$ cat src/rtl/ubtc_pkg.sv
// Shared constants, types and byte-class functions for the UTF-8 truncating copy.
package ubtc_pkg;

    localparam int unsigned SIZE_W        = 13;
    localparam int unsigned MAX_DEST_SIZE = 4096;
    localparam int unsigned MAX_RESULTS   = 4;
    localparam int unsigned CNT_W         = $clog2(MAX_RESULTS + 1);

    localparam logic [SIZE_W-1:0] DEST_SIZE_RESET = SIZE_W'(64);
    localparam logic [SIZE_W-1:0] DEST_SIZE_CAP   = SIZE_W'(MAX_DEST_SIZE);

    // Byte classes
    localparam logic [7:0] LEAD2_LO  = 8'hC2;
    localparam logic [7:0] LEAD2_HI  = 8'hDF;
    localparam logic [7:0] LEAD3_LO  = 8'hE0;
    localparam logic [7:0] LEAD3_HI  = 8'hEF;
    localparam logic [7:0] LEAD4_LO  = 8'hF0;
    localparam logic [7:0] LEAD4_HI  = 8'hF4;
    localparam logic [7:0] CONT_MASK = 8'hC0;
    localparam logic [7:0] CONT_TAG  = 8'h80;
    localparam logic [7:0] SURR_LEAD = 8'hED;
    localparam logic [7:0] SECOND_A0 = 8'hA0;
    localparam logic [7:0] SECOND_90 = 8'h90;

    // One item's worth of results, first result in bytes[0].
    typedef struct packed {
        logic [MAX_RESULTS-1:0][7:0] bytes;
        logic [CNT_W-1:0]            count;
        logic                        term;   // last result is the terminator
    } t_burst;

    // Sequence length opened by a byte; 1 for ASCII and anything that is not a lead.
    function automatic logic [2:0] unit_length(input logic [7:0] b);
        logic [2:0] len;
        len = 3'd1;
        if (b >= LEAD2_LO && b <= LEAD2_HI) len = 3'd2;
        if (b >= LEAD3_LO && b <= LEAD3_HI) len = 3'd3;
        if (b >= LEAD4_LO && b <= LEAD4_HI) len = 3'd4;
        return len;
    endfunction

    // Reject overlong, surrogate and above-range second bytes.
    function automatic logic second_ok(input logic [7:0] lead, input logic [7:0] s);
        logic ok;
        ok = 1'b1;
        if (lead == LEAD3_LO  && s <  SECOND_A0) ok = 1'b0;
        if (lead == SURR_LEAD && s >= SECOND_A0) ok = 1'b0;
        if (lead == LEAD4_LO  && s <  SECOND_90) ok = 1'b0;
        if (lead == LEAD4_HI  && s >= SECOND_90) ok = 1'b0;
        return ok;
    endfunction

endpackage

$ cat src/rtl/ubtc_core.sv
// Sequence tracker: held bytes, fill count and stop flag, producing one burst per byte.
module ubtc_core (
    input  logic                         i_clk,
    input  logic                         i_rst_n,
    input  logic                         i_fire,
    input  logic [7:0]                   i_byte,
    input  logic [ubtc_pkg::SIZE_W-1:0]  i_dest_size,
    output ubtc_pkg::t_burst             o_burst
);

    logic [1:0]                    r_hc, n_hc;
    logic [7:0]                    r_held [3];
    logic [7:0]                    n_held [3];
    logic [2:0]                    r_exp, n_exp;
    logic [ubtc_pkg::SIZE_W-1:0]   r_bw, n_bw;
    logic                          r_stop, n_stop;

    logic [ubtc_pkg::SIZE_W-1:0]   w_eff;
    logic [ubtc_pkg::SIZE_W-1:0]   w_room;
    logic [2:0]                    w_avail;
    logic                          w_valid;

    // Effective size and free space ahead of the terminator, saturated at 4.
    always_comb begin
        w_eff  = (i_dest_size > ubtc_pkg::DEST_SIZE_CAP) ? ubtc_pkg::DEST_SIZE_CAP
                                                         : i_dest_size;
        w_room = w_eff - r_bw - ubtc_pkg::SIZE_W'(1);
        if (w_eff <= r_bw) begin
            w_avail = 3'd0;
        end else if (w_room >= ubtc_pkg::SIZE_W'(4)) begin
            w_avail = 3'd4;
        end else begin
            w_avail = w_room[2:0];
        end
        w_valid = ((i_byte & ubtc_pkg::CONT_MASK) == ubtc_pkg::CONT_TAG) &&
                  (r_hc != 2'd1 || ubtc_pkg::second_ok(r_held[0], i_byte));
    end

    always_comb begin
        logic [2:0]                  v_cnt;
        logic [1:0]                  v_m;
        logic                        v_stop;
        logic [ubtc_pkg::SIZE_W-1:0] v_bw;
        logic [2:0]                  v_avail;
        logic [2:0]                  v_len;
        n_hc    = r_hc;
        n_held  = r_held;
        n_exp   = r_exp;
        n_bw    = r_bw;
        n_stop  = r_stop;
        o_burst = '0;
        v_cnt   = 3'd0;
        v_m     = 2'd0;
        v_stop  = r_stop;
        v_bw    = r_bw;
        v_avail = w_avail;
        v_len   = 3'd1;
        if (!r_stop && r_hc != 2'd0 && w_valid) begin
            if ({1'b0, r_hc} + 3'd1 >= r_exp) begin
                // sequence complete: emit all of it or stop
                n_hc  = 2'd0;
                n_exp = 3'd1;
                if ({1'b0, r_hc} + 3'd1 <= w_avail) begin
                    for (int i = 0; i < 3; i++) begin
                        if (2'(i) < r_hc) o_burst.bytes[i] = r_held[i];
                    end
                    o_burst.bytes[r_hc] = i_byte;
                    o_burst.count       = ubtc_pkg::CNT_W'(r_hc) + ubtc_pkg::CNT_W'(1);
                    n_bw = r_bw + ubtc_pkg::SIZE_W'(r_hc) + ubtc_pkg::SIZE_W'(1);
                end else begin
                    n_stop = 1'b1;
                end
            end else begin
                n_held[r_hc] = i_byte;
                n_hc         = r_hc + 2'd1;
            end
        end else begin
            // malformed or none held: flush held bytes singly while they fit
            if (!r_stop && r_hc != 2'd0) begin
                v_m = (w_avail < {1'b0, r_hc}) ? w_avail[1:0] : r_hc;
                for (int i = 0; i < 3; i++) begin
                    if (2'(i) < v_m) o_burst.bytes[i] = r_held[i];
                end
                v_cnt   = {1'b0, v_m};
                v_stop  = (v_m != r_hc);
                v_bw    = r_bw + ubtc_pkg::SIZE_W'(v_m);
                v_avail = w_avail - {1'b0, v_m};
                n_hc    = 2'd0;
                n_exp   = 3'd1;
            end
            if (i_byte == 8'd0) begin
                if (w_eff != '0) begin
                    o_burst.bytes[v_cnt[1:0]] = 8'd0;
                    o_burst.term              = 1'b1;
                    v_cnt                     = v_cnt + 3'd1;
                end
                n_hc   = 2'd0;
                n_exp  = 3'd1;
                n_bw   = '0;
                n_stop = 1'b0;
            end else if (v_stop) begin
                n_stop = 1'b1;
                n_bw   = v_bw;
            end else begin
                v_len  = ubtc_pkg::unit_length(i_byte);
                n_bw   = v_bw;
                n_stop = 1'b0;
                if (v_len == 3'd1) begin
                    if (v_avail != 3'd0) begin
                        o_burst.bytes[v_cnt[1:0]] = i_byte;
                        v_cnt = v_cnt + 3'd1;
                        n_bw  = v_bw + ubtc_pkg::SIZE_W'(1);
                    end else begin
                        n_stop = 1'b1;
                    end
                end else begin
                    n_held[0] = i_byte;
                    n_hc      = 2'd1;
                    n_exp     = v_len;
                end
            end
            o_burst.count = ubtc_pkg::CNT_W'(v_cnt);
        end
    end

    always_ff @(posedge i_clk) begin
        if (!i_rst_n) begin
            r_hc   <= 2'd0;
            r_exp  <= 3'd1;
            r_bw   <= '0;
            r_stop <= 1'b0;
        end else if (i_fire) begin
            r_hc   <= n_hc;
            r_exp  <= n_exp;
            r_bw   <= n_bw;
            r_stop <= n_stop;
        end
    end

    // held bytes are only read below the fill count
    always_ff @(posedge i_clk) begin
        if (i_fire) begin
            r_held <= n_held;
        end
    end

endmodule

$ cat src/rtl/ubtc_outbuf.sv
// Result register: holds one burst; hands out one word per ready cycle.
module ubtc_outbuf (
    input  logic              i_clk,
    input  logic              i_rst_n,
    input  logic              i_load,
    input  ubtc_pkg::t_burst  i_burst,
    input  logic              i_tready,
    output logic              o_tvalid,
    output logic [7:0]        o_tdata,
    output logic              o_tlast,
    output logic              o_tuser,
    output logic              o_free
);

    logic [ubtc_pkg::MAX_RESULTS-1:0][7:0] r_bytes;
    logic [ubtc_pkg::CNT_W-1:0]            r_cnt;
    logic                                  r_term;
    logic                                  w_pop;

    assign w_pop    = o_tvalid && i_tready;
    assign o_tvalid = (r_cnt != '0);
    assign o_tdata  = r_bytes[0];
    assign o_tlast  = (r_cnt == ubtc_pkg::CNT_W'(1));
    assign o_tuser  = r_term && o_tlast;
    // free when empty or once the last word goes out this cycle
    assign o_free   = !o_tvalid || (o_tlast && i_tready);

    always_ff @(posedge i_clk) begin
        if (!i_rst_n) begin
            r_cnt  <= '0;
            r_term <= 1'b0;
        end else if (i_load) begin
            r_cnt  <= i_burst.count;
            r_term <= i_burst.term;
        end else if (w_pop) begin
            r_cnt  <= r_cnt - ubtc_pkg::CNT_W'(1);
        end
    end

    // advance the burst one word per pop
    always_ff @(posedge i_clk) begin
        if (i_load) begin
            r_bytes <= i_burst.bytes;
        end else if (w_pop) begin
            r_bytes <= {8'd0, r_bytes[ubtc_pkg::MAX_RESULTS-1:1]};
        end
    end

endmodule

$ cat src/rtl/utf8_boundary_truncating_copy.sv
// Top level of the UTF-8 boundary-safe truncating string copy.
// Source bytes of a zero-terminated string enter on the s_axis side, one byte per word; the
// copied prefix leaves on the m_axis side. The copy never splits a well-formed UTF-8 sequence
// of 2 to 4 bytes: a lead byte is held until its sequence completes or proves malformed, and
// a complete sequence goes out whole or not at all. Bytes of a malformed sequence go out one
// by one and the offending byte starts afresh. Once a unit no longer fits ahead of the
// terminator in a buffer of i_dest_size bytes (values above 4096 act as 4096), output stops
// until the zero byte; the zero byte then yields the terminator word (tuser high) unless the
// size is zero, and the block is ready for the next string. Each source byte gives zero to
// four output words; m_axis_tlast marks the last word caused by one source byte. Source bytes
// are taken one per cycle, unless held back, through an input register; all work for a byte
// is combinational from that register to the result register. The single output port drains
// one word per cycle while m_axis_tready is high; a byte releasing more than one word holds
// the next byte back until its burst drains. With a ready sink, sustained rate is one byte
// per cycle when each byte releases at most one word. Write i_dest_size only while idle.
module utf8_boundary_truncating_copy (
    input  logic                         i_clk,
    input  logic                         i_rst_n,
    input  logic                         i_dest_size_we,
    input  logic [ubtc_pkg::SIZE_W-1:0]  i_dest_size,
    input  logic                         s_axis_tvalid,
    output logic                         s_axis_tready,
    input  logic [7:0]                   s_axis_tdata,   // [7:0] in_byte
    output logic                         m_axis_tvalid,
    input  logic                         m_axis_tready,
    output logic [7:0]                   m_axis_tdata,   // [7:0] out_byte
    output logic                         m_axis_tlast,   // last_of_run
    output logic                         m_axis_tuser    // [0] is_terminator
);

    logic [ubtc_pkg::SIZE_W-1:0] r_dest_size;
    logic                        r_in_vld;
    logic [7:0]                  r_in_byte;
    logic                        w_free;
    logic                        w_fire;
    ubtc_pkg::t_burst            w_burst;

    // Move the held byte into the result register once the previous burst is drained.
    assign w_fire        = r_in_vld && w_free;
    assign s_axis_tready = !r_in_vld || w_fire;

    // Size register: taken on every write enable, no read-back.
    always_ff @(posedge i_clk) begin
        if (!i_rst_n) begin
            r_dest_size <= ubtc_pkg::DEST_SIZE_RESET;
        end else if (i_dest_size_we) begin
            r_dest_size <= i_dest_size;
        end
    end

    // Input register: hold a byte while the result side is busy.
    always_ff @(posedge i_clk) begin
        if (!i_rst_n) begin
            r_in_vld <= 1'b0;
        end else if (s_axis_tready) begin
            r_in_vld <= s_axis_tvalid;
        end
    end

    always_ff @(posedge i_clk) begin
        if (s_axis_tvalid && s_axis_tready) begin
            r_in_byte <= s_axis_tdata;
        end
    end

    ubtc_core u_core (
        .i_clk       (i_clk),
        .i_rst_n     (i_rst_n),
        .i_fire      (w_fire),
        .i_byte      (r_in_byte),
        .i_dest_size (r_dest_size),
        .o_burst     (w_burst)
    );

    ubtc_outbuf u_outbuf (
        .i_clk    (i_clk),
        .i_rst_n  (i_rst_n),
        .i_load   (w_fire),
        .i_burst  (w_burst),
        .i_tready (m_axis_tready),
        .o_tvalid (m_axis_tvalid),
        .o_tdata  (m_axis_tdata),
        .o_tlast  (m_axis_tlast),
        .o_tuser  (m_axis_tuser),
        .o_free   (w_free)
    );

`ifndef SYNTHESIS
    // The terminator is always the last word of its burst and carries a zero byte.
    a_term_last: assert property (@(posedge i_clk) disable iff (!i_rst_n)
        m_axis_tvalid && m_axis_tuser |-> m_axis_tlast && m_axis_tdata == 8'd0)
        else $error("terminator word not last or not zero");

    // A burst keeps going until its last word is taken.
    a_burst_cont: assert property (@(posedge i_clk) disable iff (!i_rst_n)
        m_axis_tvalid && m_axis_tready && !m_axis_tlast |=> m_axis_tvalid)
        else $error("burst broke off before its last word");

    // The input side stalls only while results are waiting.
    a_stall_cause: assert property (@(posedge i_clk) disable iff (!i_rst_n)
        r_in_vld && !s_axis_tready |-> m_axis_tvalid)
        else $error("input stalled with no result pending");
`endif

endmodule

$ cat config.mk
export PLATFORM = sky130hd
export DESIGN_NAME = utf8_boundary_truncating_copy
export DESIGN_NICKNAME = d
export VERILOG_FILES = /design/src/rtl/ubtc_pkg.sv /design/src/rtl/ubtc_core.sv /design/src/rtl/ubtc_outbuf.sv /design/src/rtl/utf8_boundary_truncating_copy.sv
export SDC_FILE = /design/constraint.sdc
export NUM_CORES = 1
export LEC_CHECK = 0
export ABC_AREA = 1
export BUFFER_PORTS_ARGS = -buffer_cell sky130_fd_sc_hd__buf_2
export CAP_MARGIN = 20
export CORE_AREA = 2 2 124 126
export CTS_BUF_LIST = sky130_fd_sc_hd__clkbuf_8 sky130_fd_sc_hd__clkbuf_16
export CTS_CLUSTER_DIAMETER = 30
export DETAILED_ROUTE_END_ITERATION = 10
export DIE_AREA = 0 0 126 128
export PLACE_DENSITY_LB_ADDON = 0.08
export SYNTH_ARGS = -nofsm -noshare
export SYNTH_HDL_FRONTEND = slang
export SYNTH_SLANG_ARGS = --single-unit
$ cat constraint.sdc
create_clock -name i_clk -period 6.9 [get_ports i_clk]
set_input_delay 1.38 -clock i_clk [delete_from_list [all_inputs] [get_ports i_clk]]
set_output_delay 1.38 -clock i_clk [all_outputs]
set_load 0.005 [all_outputs]
Word-level counts from Yosys, hierarchy flattened. Index checks and enable logic that the tools add are counted.

Bits in registers: 101. Input port bits: 26. Output and inout bits: 12.

Add/sub/neg operators: 11. $lt $le $gt $ge: 28. Equal/unequal tests: 16. Muxes and demuxes: 99. Bitwise logic cells: 4. Reductions and logical operators: 35.

Operator list (count): $mux 32 (7); $mux 8 (22); $mux 13 (10); $mux 35 (3); $mux 24 (3); $mux 3 (22); $bwmux 32 (2); $demux 8 s2 (3); $ge 8x8->1 const B (5); $and 24x32->32 (1); $eq 8x8->1 const B (4); $not 32->32 (1); $add 13x1->13 const B (2); $add 13x2->13 (2); $bwmux 24 (1); $le 8x8->1 const B (3); $mux 2 (10); $logic_and 1x1->1 (18); $lt 8x8->1 const B (2); $mux 1 (16); $ge 13x3->1 const B (1); $gt 13x13->1 const B (1); $le 13x13->1 (1); $reduce_bool 13->1 (1); 31 further kinds (52).

Logic depth before layout (Yosys ltp). Gate-level depths: netlist of the first run.

Depth after elaboration: 22. Depth in mapped cells: 46. Gate-level depth less buffers: 45.

Cells and area by module. From an unflattened synthesis of the first run, not the netlist that was laid out.

Cell total of the unflattened synthesis: 1213. Area, all modules: 8267.9 sq um.

Modules (own cells, without submodules): ubtc_core (instances 1, cells an instance 963, area each 5838.1 sq um, sequential area each 1101.1 sq um); ubtc_outbuf (instances 1, cells an instance 177, area each 1684.1 sq um, sequential area each 1041.0 sq um); utf8_boundary_truncating_copy (instances 1, cells an instance 73, area each 745.7 sq um, sequential area each 520.5 sq um).

Worst setup path after synthesis of the first run. No wires, ideal clock.

Path kind: register to register. Start: register r_dest_size[0] (netlist bit). End: register u_core.r_bw[10] (netlist bit). Data arrival time: 5544 ps. Required time: 6830 ps. Path slack: 1286 ps. Stages on the path, launching flop included: 42. Buffers on the path: 1. Period minus slack after synthesis: 5614 ps. Cells stage by stage: dfxtp_1 -> nor4_1 -> nand3_1 -> nand2_1 -> inv_1 -> clkbuf_1 -> nor2_1 -> ha_1 -> nand2_1 -> nand3_2 -> nand2_1 -> nand2_1 -> xnor2_1 -> nand2_1 -> nor2_1 -> nand3_2 -> inv_2 -> nand3_1 -> (+6 left out) -> inv_1 -> fa_1 -> nor2_1 -> nand2_1 -> nor2_1 -> nand3_1 -> xor2_1 -> nand2_1 -> nor2_1 -> nand3_1 -> xor2_1 -> nand2_1 -> o21ai_0 -> nand2_1 -> o21ai_0 -> nand2_1 -> nand4_1 -> a21oi_1.

Cells in the longest elaborated chain, start to end: 18. Elaborated cells between the ends (all ways): 29.

Ends and longest elaborated chain: start, declared (line utf8_boundary_truncating_copy.sv:31) `logic [ubtc_pkg::SIZE_W-1:0] r_dest_size;`; start signal, assigned (line utf8_boundary_truncating_copy.sv:45) `r_dest_size <= ubtc_pkg::DEST_SIZE_RESET;`; start signal, assigned (line utf8_boundary_truncating_copy.sv:47) `r_dest_size <= i_dest_size;`; $gt 13x13->1 (line ubtc_core.sv:25) `w_eff = (i_dest_size > ubtc_pkg::DEST_SIZE_CAP) ? ubtc_pkg::DEST_SIZE_CAP`; $mux 13 * (line ubtc_core.sv:25); $sub 13x13->13 (line ubtc_core.sv:27) `w_room = w_eff - r_bw - ubtc_pkg::SIZE_W'(1);`; $sub 13x1->13 (line ubtc_core.sv:27); $ge 13x3->1 (line ubtc_core.sv:30) `end else if (w_room >= ubtc_pkg::SIZE_W'(4)) begin`; $mux 3 (line ubtc_core.sv:30); $mux 3 * (line ubtc_core.sv:28) `if (w_eff <= r_bw) begin`; $lt 3x2->1 (line ubtc_core.sv:80) `v_m = (w_avail < {1'b0, r_hc}) ? w_avail[1:0] : r_hc;`; (+2 left out); $mux 13 or $mux 3 (tied branches) (line ubtc_core.sv:79) `if (!r_stop && r_hc != 2'd0) begin`; $mux 13 or $mux 3 (tied branches) (line ubtc_core.sv:58) `if (!r_stop && r_hc != 2'd0 && w_valid) begin`; $add 13x1->13 or $reduce_bool 3->1 (tied branches) (line ubtc_core.sv:112, ubtc_core.sv:109); $mux 13 (line ubtc_core.sv:109) `if (v_avail != 3'd0) begin`; $mux 13 (line ubtc_core.sv:108) `if (v_len == 3'd1) begin`; $mux 13 (line ubtc_core.sv:101) `end else if (v_stop) begin`; $mux 13 (line ubtc_core.sv:91) `if (i_byte == 8'd0) begin`; $mux 13 (line ubtc_core.sv:58); end signal, assigned (line ubtc_core.sv:135) `r_bw <= n_bw;`; end, declared (line ubtc_core.sv:15) `logic [ubtc_pkg::SIZE_W-1:0] r_bw, n_bw;`.

Mark *: on every way between the ends. The rest lies on a longest branch, timed or not. The select of a mux whose other input is x is not followed. A chain may end at the register's enable or synchronous reset.

Worst setup path in the final report of the first run. Same ends and word-level chain as after synthesis.

==> flow_metrics.tcl, run 1 <==
set metrics [dict create \
    skew_ns 0.0165 \
    antenna_cells 0 \
    synthCells 1140 \
    tns_ns 0 \
    ir_drop_mv 0.183 \
    finalHoldViolations 0 \
    async_flop_share_pct 0 \
    p_int_mw 1.64 \
    powerDensity_nw_per_um2 335 \
    synth-adder-area-share_pct 7.25 \
    wl_per_cell_um 16.8 \
    worstMarginPinSlew_ns 0.894 \
    seq_area_frac_synth_pct 33.3 \
    htree_num_levels 3 \
    worstPathRequired_ns 7.20 \
    clk_latency_ns 0.37 \
    yosys_warnings 0 \
    min_period_ns 6.23 \
    coreArea_um2 14900 \
    cap_violations 0 \
    switching_share_pct 43.5 \
    synth_top_area_share_pct 24.0 \
    start_util_pct 53.8 \
    drive_above_1_share_pct 10.4 \
    synthTopCellsByArea "edfxtp_1, nand2_1, dfxtp_1" \
    grt_pass1_vias 7102 \
    cp-start-kind "flop" \
    cp_slowest_cell "fa_1" \
    preCtsSetupSlack_ns 0.458 \
    seq_area_um2 2660 \
    cts-root-buf "clkbuf_16" \
    relSlewSlack_pct 40.2 \
    fp.dieH_um 128 \
    clock-sinks 101 \
    yosysTopAreaCell "edfxtp_1" \
    place.gp.congestion 0.952 \
    status "completed" \
    dpl_cell_area_um2 8260 \
    fill_cells 1454 \
    placed_cells 1327 \
    wl_um 22600 \
    grt_pass1_wl_um 36400 \
    multiInputGateArea_um2 4530 \
    syn2layout_area_growth_pct 8.13 \
    switching_power_mw 1.26 \
    cp_max_fo 6 \
    fin_nets 1221 \
    dr.pass1.iters 6 \
    synthTopCellsByCount "nand2_1, inv_1, nor2_1, a21oi_1, o21ai_0" \
    crit_arrival_ns 6.53 \
    viasPerCell 5.69 \
    post-dp-hpwl_um 16500 \
    syn_area_um2 8000 \
    antenna_found_initial 0 \
    rsz0062_at_grt "false" \
    die_w_um 126 \
    stdcell_area_um2 8650 \
    grt_remaining_overflow 0 \
    synth.most_common_cell "nand2_1" \
    syn-num-nets 1210 \
    grt_usage_pct 28.5 \
    rows 45 \
    port_buffers 37 \
    path_clk_slew_ns 0.08 \
    p_leak_nw 3.89 \
    crit_type "flop to flop" \
    cts_tree "built" \
    drc 0 \
    muxShareOfSynthArea_pct 0 \
    synth.distinct_cells 53 \
    fmax_mhz 161 \
    synth-simple-area-share_pct 28.1 \
    synthXorXnorAreaFrac_pct 3.14 \
    finalSetupViolations 0 \
    pwr-share-seq_pct 33.1 \
    setup_ws_ns 0.672 \
    clock_path_buffers 2 \
    num_vias 7653 \
    grt_max_degree 41 \
    synth_area_per_cell_um2 7.02 \
    final_cells 1344 \
    slew_viol_final 0 \
    comb_power_share_pct 47.1 \
    ant_nets 0 \
    synthFlopType "edfxtp_1" \
    crit_path_end_kind "flop" \
    hold_path.class "flop to flop" \
    power_mw 2.90 \
    crit_top_cell "nand2_1" \
    fin_crit_sh_pct 90.3 \
    clockPowerShare_pct 19.9 \
    synth-compound-area-share_pct 17.3 \
    synth_seq_cells 101 \
    cts_made_buffers 9 \
    synth_edf_count 64 \
    die_area_um2 16100 \
    synth_top_family_by_area "simple AND/OR/NAND/NOR gates" \
    max_stage_delay_ns 0.46 \
    pin_count 38 \
    drt_iter0_drc 570 \
]
[worst paths after layout]
path | start | to | slack [ns] | depth (start not counted)
min reg2reg | u_outbuf.r_term$_SDFFE_PN0P_ | u_outbuf.r_term$_SDFFE_PN0P_ | 0.47 | 2
max | r_dest_size[0]$_SDFFE_PN0P_ | u_core.r_bw[10]$_SDFFE_PN0P_ | 0.67 | 41
max reg2reg | r_dest_size[0]$_SDFFE_PN0P_ | u_core.r_bw[10]$_SDFFE_PN0P_ | 0.67 | 41
min | u_outbuf.r_term$_SDFFE_PN0P_ | u_outbuf.r_term$_SDFFE_PN0P_ | 0.47 | 2
[cell usage in the layout (no fill, tap or decap), drive strengths merged, types with 2 or more instances in the layout]
cell      instances
nand2           257
inv             167
nor2            122
a21oi            95
o21ai            86
nand3            73
edfxtp           64
buf              47
ha               40
dfxtp            37
nor3             30
o211ai           25
xor2             22
nand4            21
clkbuf           10
a31oi             7
a311oi            6
nor4              6
xnor2             5
a2111oi           4
clkinv            4
fa                4
or2               3
o311ai            3
o31ai             2
o22ai             2
nor3b             2
clkinvlp          2
bufinv            2
[cells by family after synthesis]
group / Yosys count
simple gates: 515
compound gates: 237
buf+inv: 216
flops: 101
fa+ha+maj: 44
xor+xnor: 27
[worst max-delay path, delay by kind of cell (launching register included)]
family	cells	cell delay, ns
simple gates	24	2.88
flops	1	0.34
buf+inv	4	0.37
fa+ha+maj	5	1.39
xor+xnor	3	0.55
compound gates	5	0.63
[per-layer routing]
| layer | global-route usage (%) | part of all wire (%) | up-vias |
|---|---|---|---|
| li1 | - | - | 3821 |
| met1 | 35.0 | 42 | 3542 |
| met2 | 49.5 | 49 | 240 |
| met3 | 4.67 | 4.9 | 50 |
| met4 | 12.4 | 3.8 | 0 |
| met5 | 0 | 0 | - |
[flip-flops by register name (all words and copies together), names as in the netlist]
| name | count |
|---|---|
| r_in_vld | 1 |
| u_core.r_bw | 13 |
| r_dest_size | 13 |
| u_core.r_stop | 1 |
| u_core.r_exp | 3 |
| u_outbuf.r_bytes | 24 |
| u_outbuf.r_term | 1 |
| u_core.r_hc | 2 |
| r_in_byte | 8 |
| u_core.r_held | 24 |
| u_outbuf.o_tdata | 8 |
| u_outbuf.r_cnt | 3 |
[timing repair]
| item | 4_1_cts | 5_1_grt |
|---|---|---|
| resized for setup | 0 | 15 |
| endpoints found under the setup margin | 0 | 16 |
| buffers inserted | 0 | 1 |
| hold buffers | 0 | 0 |
[power by group through the flow]
stage / sequential, mW / clock [mW] / combinational [mW]
CTS: 0.959 / 0.584 / 1.35
global placement: 0.967 / 0 / 1.34
finish: 0.959 / 0.575 / 1.36
detailed placement: 0.969 / 0 / 1.34
global route: 0.974 / 0.607 / 1.53
floorplan: 0.939 / 0 / 1.03
[cell type report]
type | count | area share [%]
clock buffers | 10 | 2.76
well taps | 188 | 2.72
flip-flops and latches | 101 | 30.8
repair buffers | 47 | 3.01
multi-input cells | 823 | 52.3
clock inverters | 6 | 1.10
inverters | 169 | 7.33
[per-stage QoR]
step	hold slack, ns	util (%)
after floorplan	0.443	-
after global placement	0.457	55.6
after detailed placement	0.459	55.6
after CTS	0.471	57.8
after global routing	0.507	58.2
final	0.470	58.2
Note: power is estimated with default switching activity, not from simulation.
==> inputs of run 2 (changes only) <==
ABC_AREA = unset   (was 1)
CORE_AREA = 2 2 119 121   (was 2 2 124 126)
DIE_AREA = 0 0 121 123   (was 0 0 126 128)
MAX_ROUTING_LAYER = met4   (was unset)
==> flow_metrics.tcl, run 2 <==
set metrics [dict create \
    status "completed" \
    reg.largest.list "u_core.r_held x24, u_outbuf.r_bytes x24" \
    cp_slowest_cell "fa_1" \
    hold_path.class "flop to flop" \
    ant_nets 0 \
    finalSetupViolations 0 \
    hold_end "u_outbuf.r_term$_SDFFE_PN0P_" \
    cp-start-kind "flop" \
    viasPerCell 6.42 \
    cap_violations 0 \
    preCtsSetupSlack_ns 0.419 \
    slew_viol_final 0 \
    r2r_cells 26 \
    dr.pass1.iters 6 \
    synthCells 837 \
    grt_pass1_wl_um 32800 \
    async_flop_share_pct 0 \
    rows 43 \
    htree_num_levels 3 \
    drc 0 \
    cp_max_fo 14 \
    wl_um 20400 \
    finalHoldViolations 0 \
    grt_remaining_overflow 0 \
    fp.dieH_um 123 \
    syn2layout_area_growth_pct 8.27 \
    post-dp-hpwl_um 15000 \
    switching_share_pct 39.3 \
    fin_nets 917 \
    synth_seq_cells 101 \
    num_vias 6630 \
    coreArea_um2 13600 \
    synth_edf_count 64 \
    synth.most_common_cell "nand2_1" \
    final_common_cell "nand2_1" \
    antenna_found_initial 0 \
    clk_latency_ns 0.36 \
    drive_above_1_share_pct 11.5 \
    p_leak_nw 2.97 \
    worstMarginPinSlew_ns 0.926 \
    yosys_warnings 0 \
    grt_usage_pct 28.9 \
    mostFrequentLayoutCells "nand2_1, nor2_1, edfxtp_1, inv_1, a21oi_1" \
    min_period_ns 6.29 \
    cts_made_buffers 9 \
    pin_count 38 \
    syn-num-nets 907 \
    p_int_mw 1.44 \
    die_w_um 121 \
    yosysTopAreaCell "edfxtp_1" \
    cts_tree "built" \
    synthTopCellsByCount "nand2_1, nor2_1, edfxtp_1, inv_1, a21oi_1" \
    place.gp.congestion 0.929 \
    start_util_pct 53.5 \
    clock_path_buffers 2 \
    crit_arrival_ns 6.40 \
    synth_area_per_cell_um2 8.69 \
    max_stage_delay_ns 0.50 \
    pwr-share-seq_pct 38.3 \
    fin_crit_sh_pct 91.2 \
    synthFlopType "edfxtp_1" \
    hold_start "u_outbuf.r_term$_SDFFE_PN0P_" \
    switching_power_mw 0.935 \
    grt_pass1_vias 6280 \
    critPathLaunch "r_dest_size[12]$_SDFFE_PN0P_" \
    path_clk_slew_ns 0.07 \
    min_path_cells 2 \
    syn_area_um2 7280 \
    seq_area_frac_synth_pct 36.6 \
    clockPowerShare_pct 20.9 \
    powerDensity_nw_per_um2 302 \
    synth.distinct_cells 79 \
    relSlewSlack_pct 37.7 \
    fmax_mhz 159 \
    regToRegEndpoint "u_outbuf.o_tdata[1]$_DFFE_PP_" \
    comb_power_share_pct 40.8 \
    worstPathRequired_ns 7.01 \
    antenna_cells 0 \
    die_area_um2 14900 \
    tns_ns 0 \
    reg2reg_from "r_dest_size[12]$_SDFFE_PN0P_" \
    skew_ns 0.00858 \
    setup_ws_ns 0.607 \
    rrSetupSlack_ns 0.61 \
    crit_type "flop to flop" \
    rsz0062_at_grt "false" \
    synth_top_area_share_pct 26.4 \
    cts_hold_buf 0 \
    wl_per_cell_um 19.7 \
    clock-sinks 101 \
    ir_drop_mv 0.313 \
    port_buffers 37 \
    synthTopCellsByArea "edfxtp_1, dfxtp_1, ha_1" \
    crit_path_end_kind "flop" \
    cts-root-buf "clkbuf_16" \
    grt_max_degree 40 \
    drt_iter0_drc 707 \
]
==> run 2: area by class of cell <==
type / count / area (um2)
clock inverters: 7 / 62.6
repair buffers: 49 / 275
fillers: 1225 / 5730
clock buffers: 9 / 225
inverters: 53 / 199
well taps: 180 / 225
multi-input cells: 633 / 4230
flip-flops and latches: 101 / 2660
==> run 2: worst max-delay path by stage <==
stage / end / cells past startpoint
floorplan: u_outbuf.o_tdata[3]$_DFFE_PP_ / 27
global placement: u_outbuf.r_bytes[25]$_SDFFCE_PN0P_ / 28
detailed placement: u_outbuf.o_tdata[7]$_DFFE_PP_ / 28
CTS: u_outbuf.o_tdata[7]$_DFFE_PP_ / 28
global route: u_core.r_bw[12]$_SDFFE_PN0P_ / 27
finish: u_outbuf.o_tdata[1]$_DFFE_PP_ / 26
==> run 2: per-layer routing <==
layer / part of all wire [%] / global-route usage (%) / vias up / wire length, um
met1: 47 / 41.8 / 3137 / 9550
met4: 2.1 / 9.38 / 0 / 437
li1: - / - / 3098 / -
met3: 8.1 / 3.87 / 42 / 1650
met5: 0 / - / - / 0
met2: 43 / 42.0 / 353 / 8710
==> run 2: kinds of logic after synthesis <==
logic type / count (synthesis) / synth area share [%]
simple gates: 298 / 20.3
compound gates: 241 / 22.8
fa+ha+maj: 44 / 7.98
flops: 101 / 36.6
mux: 22 / 3.08
buf+inv: 103 / 5.92
xor+xnor: 28 / 3.37
==> run 2: repair_timing <==
item | in CTS | in global routing
endpoints found under the setup margin | 0 | 43
setup buffers | 0 | 0
resized for setup | 0 | 11
==> run 2: stage by stage <==
stage | hold WS, ns | cells | instance area, um2 | total power, mW | util [%]
after floorplan | 0.432 | 837 | 7280 | 1.61 | -
after global placement | 0.444 | 1016 | 7550 | 1.85 | 55.4
after detailed placement | 0.452 | 1016 | 7550 | 1.86 | 55.4
after CTS | 0.464 | 1032 | 7840 | 2.36 | 57.6
after global routing | 0.485 | 1032 | 7880 | 2.53 | 57.9
final | 0.460 | 1032 | 7880 | 2.38 | 57.9
==> run 2: power by group through the flow <==
stage	registers [mW]	clock network [mW]	logic, mW
global route	0.927	0.529	1.07
global placement	0.918	0	0.929
finish	0.911	0.497	0.971
CTS	0.910	0.505	0.945
detailed placement	0.922	0	0.938
floorplan	0.888	0	0.726
==> run 2: critical path, delay by kind of cell (launching register included) <==
kind / cells / cell delay [ns]
flip-flops: 1 / 0.31
buffers and inverters: 3 / 0.32
AND/OR/NAND/NOR: 7 / 1.06
XOR/XNOR: 1 / 0.17
AO/OA/AOI/OAI: 11 / 2.87
adder cells (fa/ha/maj): 4 / 1.28
==> inputs of run 3 (changes only) <==
ABC_AREA = 1   (was unset)
CORE_AREA = 2 2 124 126   (was 2 2 119 121)
DIE_AREA = 0 0 126 128   (was 0 0 121 123)
GPL_TIMING_DRIVEN = 0   (was unset)
clock period = 7 ns   (was 6.9 ns; I/O delays follow)
==> flow_metrics.tcl, run 3 (same netlist as run 1, synthesis figures left out) <==
set metrics [dict create \
    cp-endpoint "u_core.r_bw[11]$_SDFFE_PN0P_" \
    p_int_mw 1.61 \
    crit_arrival_ns 6.70 \
    critical_path_buf_inv_count 5 \
    grt_max_degree 23 \
    pwr-share-seq_pct 33.0 \
    pin_count 38 \
    stdcell_area_um2 8810 \
    crit_type "flop to flop" \
    coreArea_um2 14900 \
    crit_cells 42 \
    powerDensity_nw_per_um2 326 \
    clock-sinks 101 \
    finalSetupViolations 0 \
    cp_slowest_cell "fa_1" \
    grt_remaining_overflow 0 \
    die_w_um 126 \
    final_common_cell "nand2_1" \
    drc 0 \
    start_util_pct 53.8 \
    place.gp.congestion 0.996 \
    setup_ws_ns 0.593 \
    finalHoldViolations 0 \
    mostFrequentLayoutCells "nand2_1, inv_1, nor2_1, a21oi_1, o21ai_0" \
    port_buffers 36 \
    preCtsSetupSlack_ns 0.232 \
    cts_made_buffers 9 \
    grt_pass1_vias 7259 \
    fin_nets 1260 \
    cp_max_fo 6 \
    wl_um 23000 \
    cp-start-kind "flop" \
    cts_tree "built" \
    relSlewSlack_pct 47.7 \
    switching_power_mw 1.26 \
    fp.dieH_um 128 \
    critPathLaunch "r_dest_size[8]$_SDFFE_PN0P_" \
    ir_drop_mv 0.146 \
    antenna_cells 0 \
    hold_ws_ns 0.479 \
    cap_violations 0 \
    antenna_found_initial 0 \
    rrSetupSlack_ns 0.59 \
    wl_per_cell_um 16.6 \
    ant_nets 0 \
    cts_hold_buf 0 \
    dpl_cell_area_um2 8460 \
    reg.largest.list "u_core.r_held x24, u_outbuf.r_bytes x24" \
    comb_power_share_pct 49.2 \
    rows 45 \
    path_clk_slew_ns 0.07 \
    switching_share_pct 43.8 \
    max_stage_delay_ns 0.46 \
    clk_latency_ns 0.37 \
    num_vias 7776 \
    reg2reg_from "r_dest_size[8]$_SDFFE_PN0P_" \
    die_area_um2 16100 \
    r2r_cells 42 \
    status "completed" \
    min_period_ns 6.41 \
    placed_cells 1365 \
    hold_path.class "flop to flop" \
    p_leak_nw 3.95 \
    fill_cells 1475 \
    crit_top_cell "nand2_1" \
    worstMarginPinSlew_ns 0.784 \
    regToRegEndpoint "u_core.r_bw[11]$_SDFFE_PN0P_" \
    clockPowerShare_pct 17.8 \
    dr.pass1.iters 5 \
    drt_iter0_drc 802 \
    power_mw 2.87 \
    slew_viol_final 0 \
    post-dp-hpwl_um 17700 \
    htree_num_levels 3 \
    grt_usage_pct 30.2 \
    fmax_mhz 156 \
    grt_pass1_wl_um 37200 \
    fin_crit_sh_pct 91.5 \
    viasPerCell 5.62 \
    cts-root-buf "clkbuf_16" \
    clock_path_buffers 2 \
    final_cells 1383 \
    crit_path_end_kind "flop" \
    worstPathRequired_ns 7.29 \
    critical-path-top-delay-family "simple AND/OR/NAND/NOR gates" \
    skew_ns 0.00970 \
    drive_above_1_share_pct 10.3 \
    syn2layout_area_growth_pct 10.1 \
]
run 3: cell types whose count changed in the layout (fill, tap and decap cells not counted), sizes merged, moves of 36 or more:
cell	change
nand2	+185
o21ai	+36
nand3	+45
nor2	+51
inv	+110
a21oi	+45
run 3: power groups by stage:
stage / Combinational (mW) / Sequential, mW / Clock (mW)
final: 1.41 / 0.947 / 0.512
after global routing: 1.60 / 0.962 / 0.543
after global placement: 1.34 / 0.972 / 0
after floorplan: 1.01 / 0.926 / 0
after CTS: 1.40 / 0.946 / 0.519
after detailed placement: 1.39 / 0.959 / 0
run 3: worst reg2reg max path, delay by kind of cell, from the launching register on:
kind,cells,cell delay [ns]
xor gates and xnor gates,2,0.33
AOI/OAI and AO/OA,6,0.83
buffers and inverters,5,0.59
adders and majority gates,4,1.21
DFF,1,0.32
and+or+nand+nor,25,3.06
run 3: repair_timing:
item                                    CTS  global route
endpoints found under the setup margin    0             7
resized for setup                         0            12
buffers inserted                          0             2
run 3: cell type report:
type / count / area, um2 / share of cell area [%]
sequential: 101 / 2660 / 30.2
buffer: 46 / 236 / 2.68
inverter: 169 / 638 / 7.24
multi-input combinational: 823 / 4520 / 51.3
timing repair buffer: 39 / 223 / 2.53
clock buffer: 9 / 225 / 2.56
timing repair inverter: 1 / 7.51 / 0.0852
tap: 188 / 235 / 2.67
clock inverter: 7 / 66.3 / 0.753
run 3: routing by layer:
layer / wire length (um) / GRT usage (%) / part of all wire, % / vias up
li1: - / - / - / 3898
met1: 9540 / 36.1 / 41 / 3539
met2: 10800 / 49.4 / 47 / 268
met3: 1390 / 3.88 / 6.0 / 71
met4: 1260 / 17.6 / 5.5 / 0
met5: 0 / - / 0 / -
run 3: per-stage QoR:
step	setup TNS [ns]	util, %
after floorplan	0	-
after global placement	0	56.6
after detailed placement	0	56.9
after CTS	0	58.9
after global routing	-0.0728	59.3
final	0	59.3
run 3: how the worst min path moves through the flow:
stage | endpoint | slack [ns] | startpoint | cells after the start
after floorplan | u_core.r_held[13]$_DFFE_PP_ | 0.44 | r_in_byte[5]$_DFFE_PP_ | 0
after global placement | r_dest_size[9]$_SDFFE_PN0P_ | 0.47 | r_dest_size[9]$_SDFFE_PN0P_ | 2
after detailed placement | u_outbuf.r_term$_SDFFE_PN0P_ | 0.47 | u_outbuf.r_term$_SDFFE_PN0P_ | 2
after CTS | u_outbuf.r_term$_SDFFE_PN0P_ | 0.48 | u_outbuf.r_term$_SDFFE_PN0P_ | 2
after global routing | r_dest_size[2]$_SDFFE_PN0P_ | 0.51 | r_dest_size[2]$_SDFFE_PN0P_ | 2
final | u_outbuf.r_term$_SDFFE_PN0P_ | 0.48 | u_outbuf.r_term$_SDFFE_PN0P_ | 2
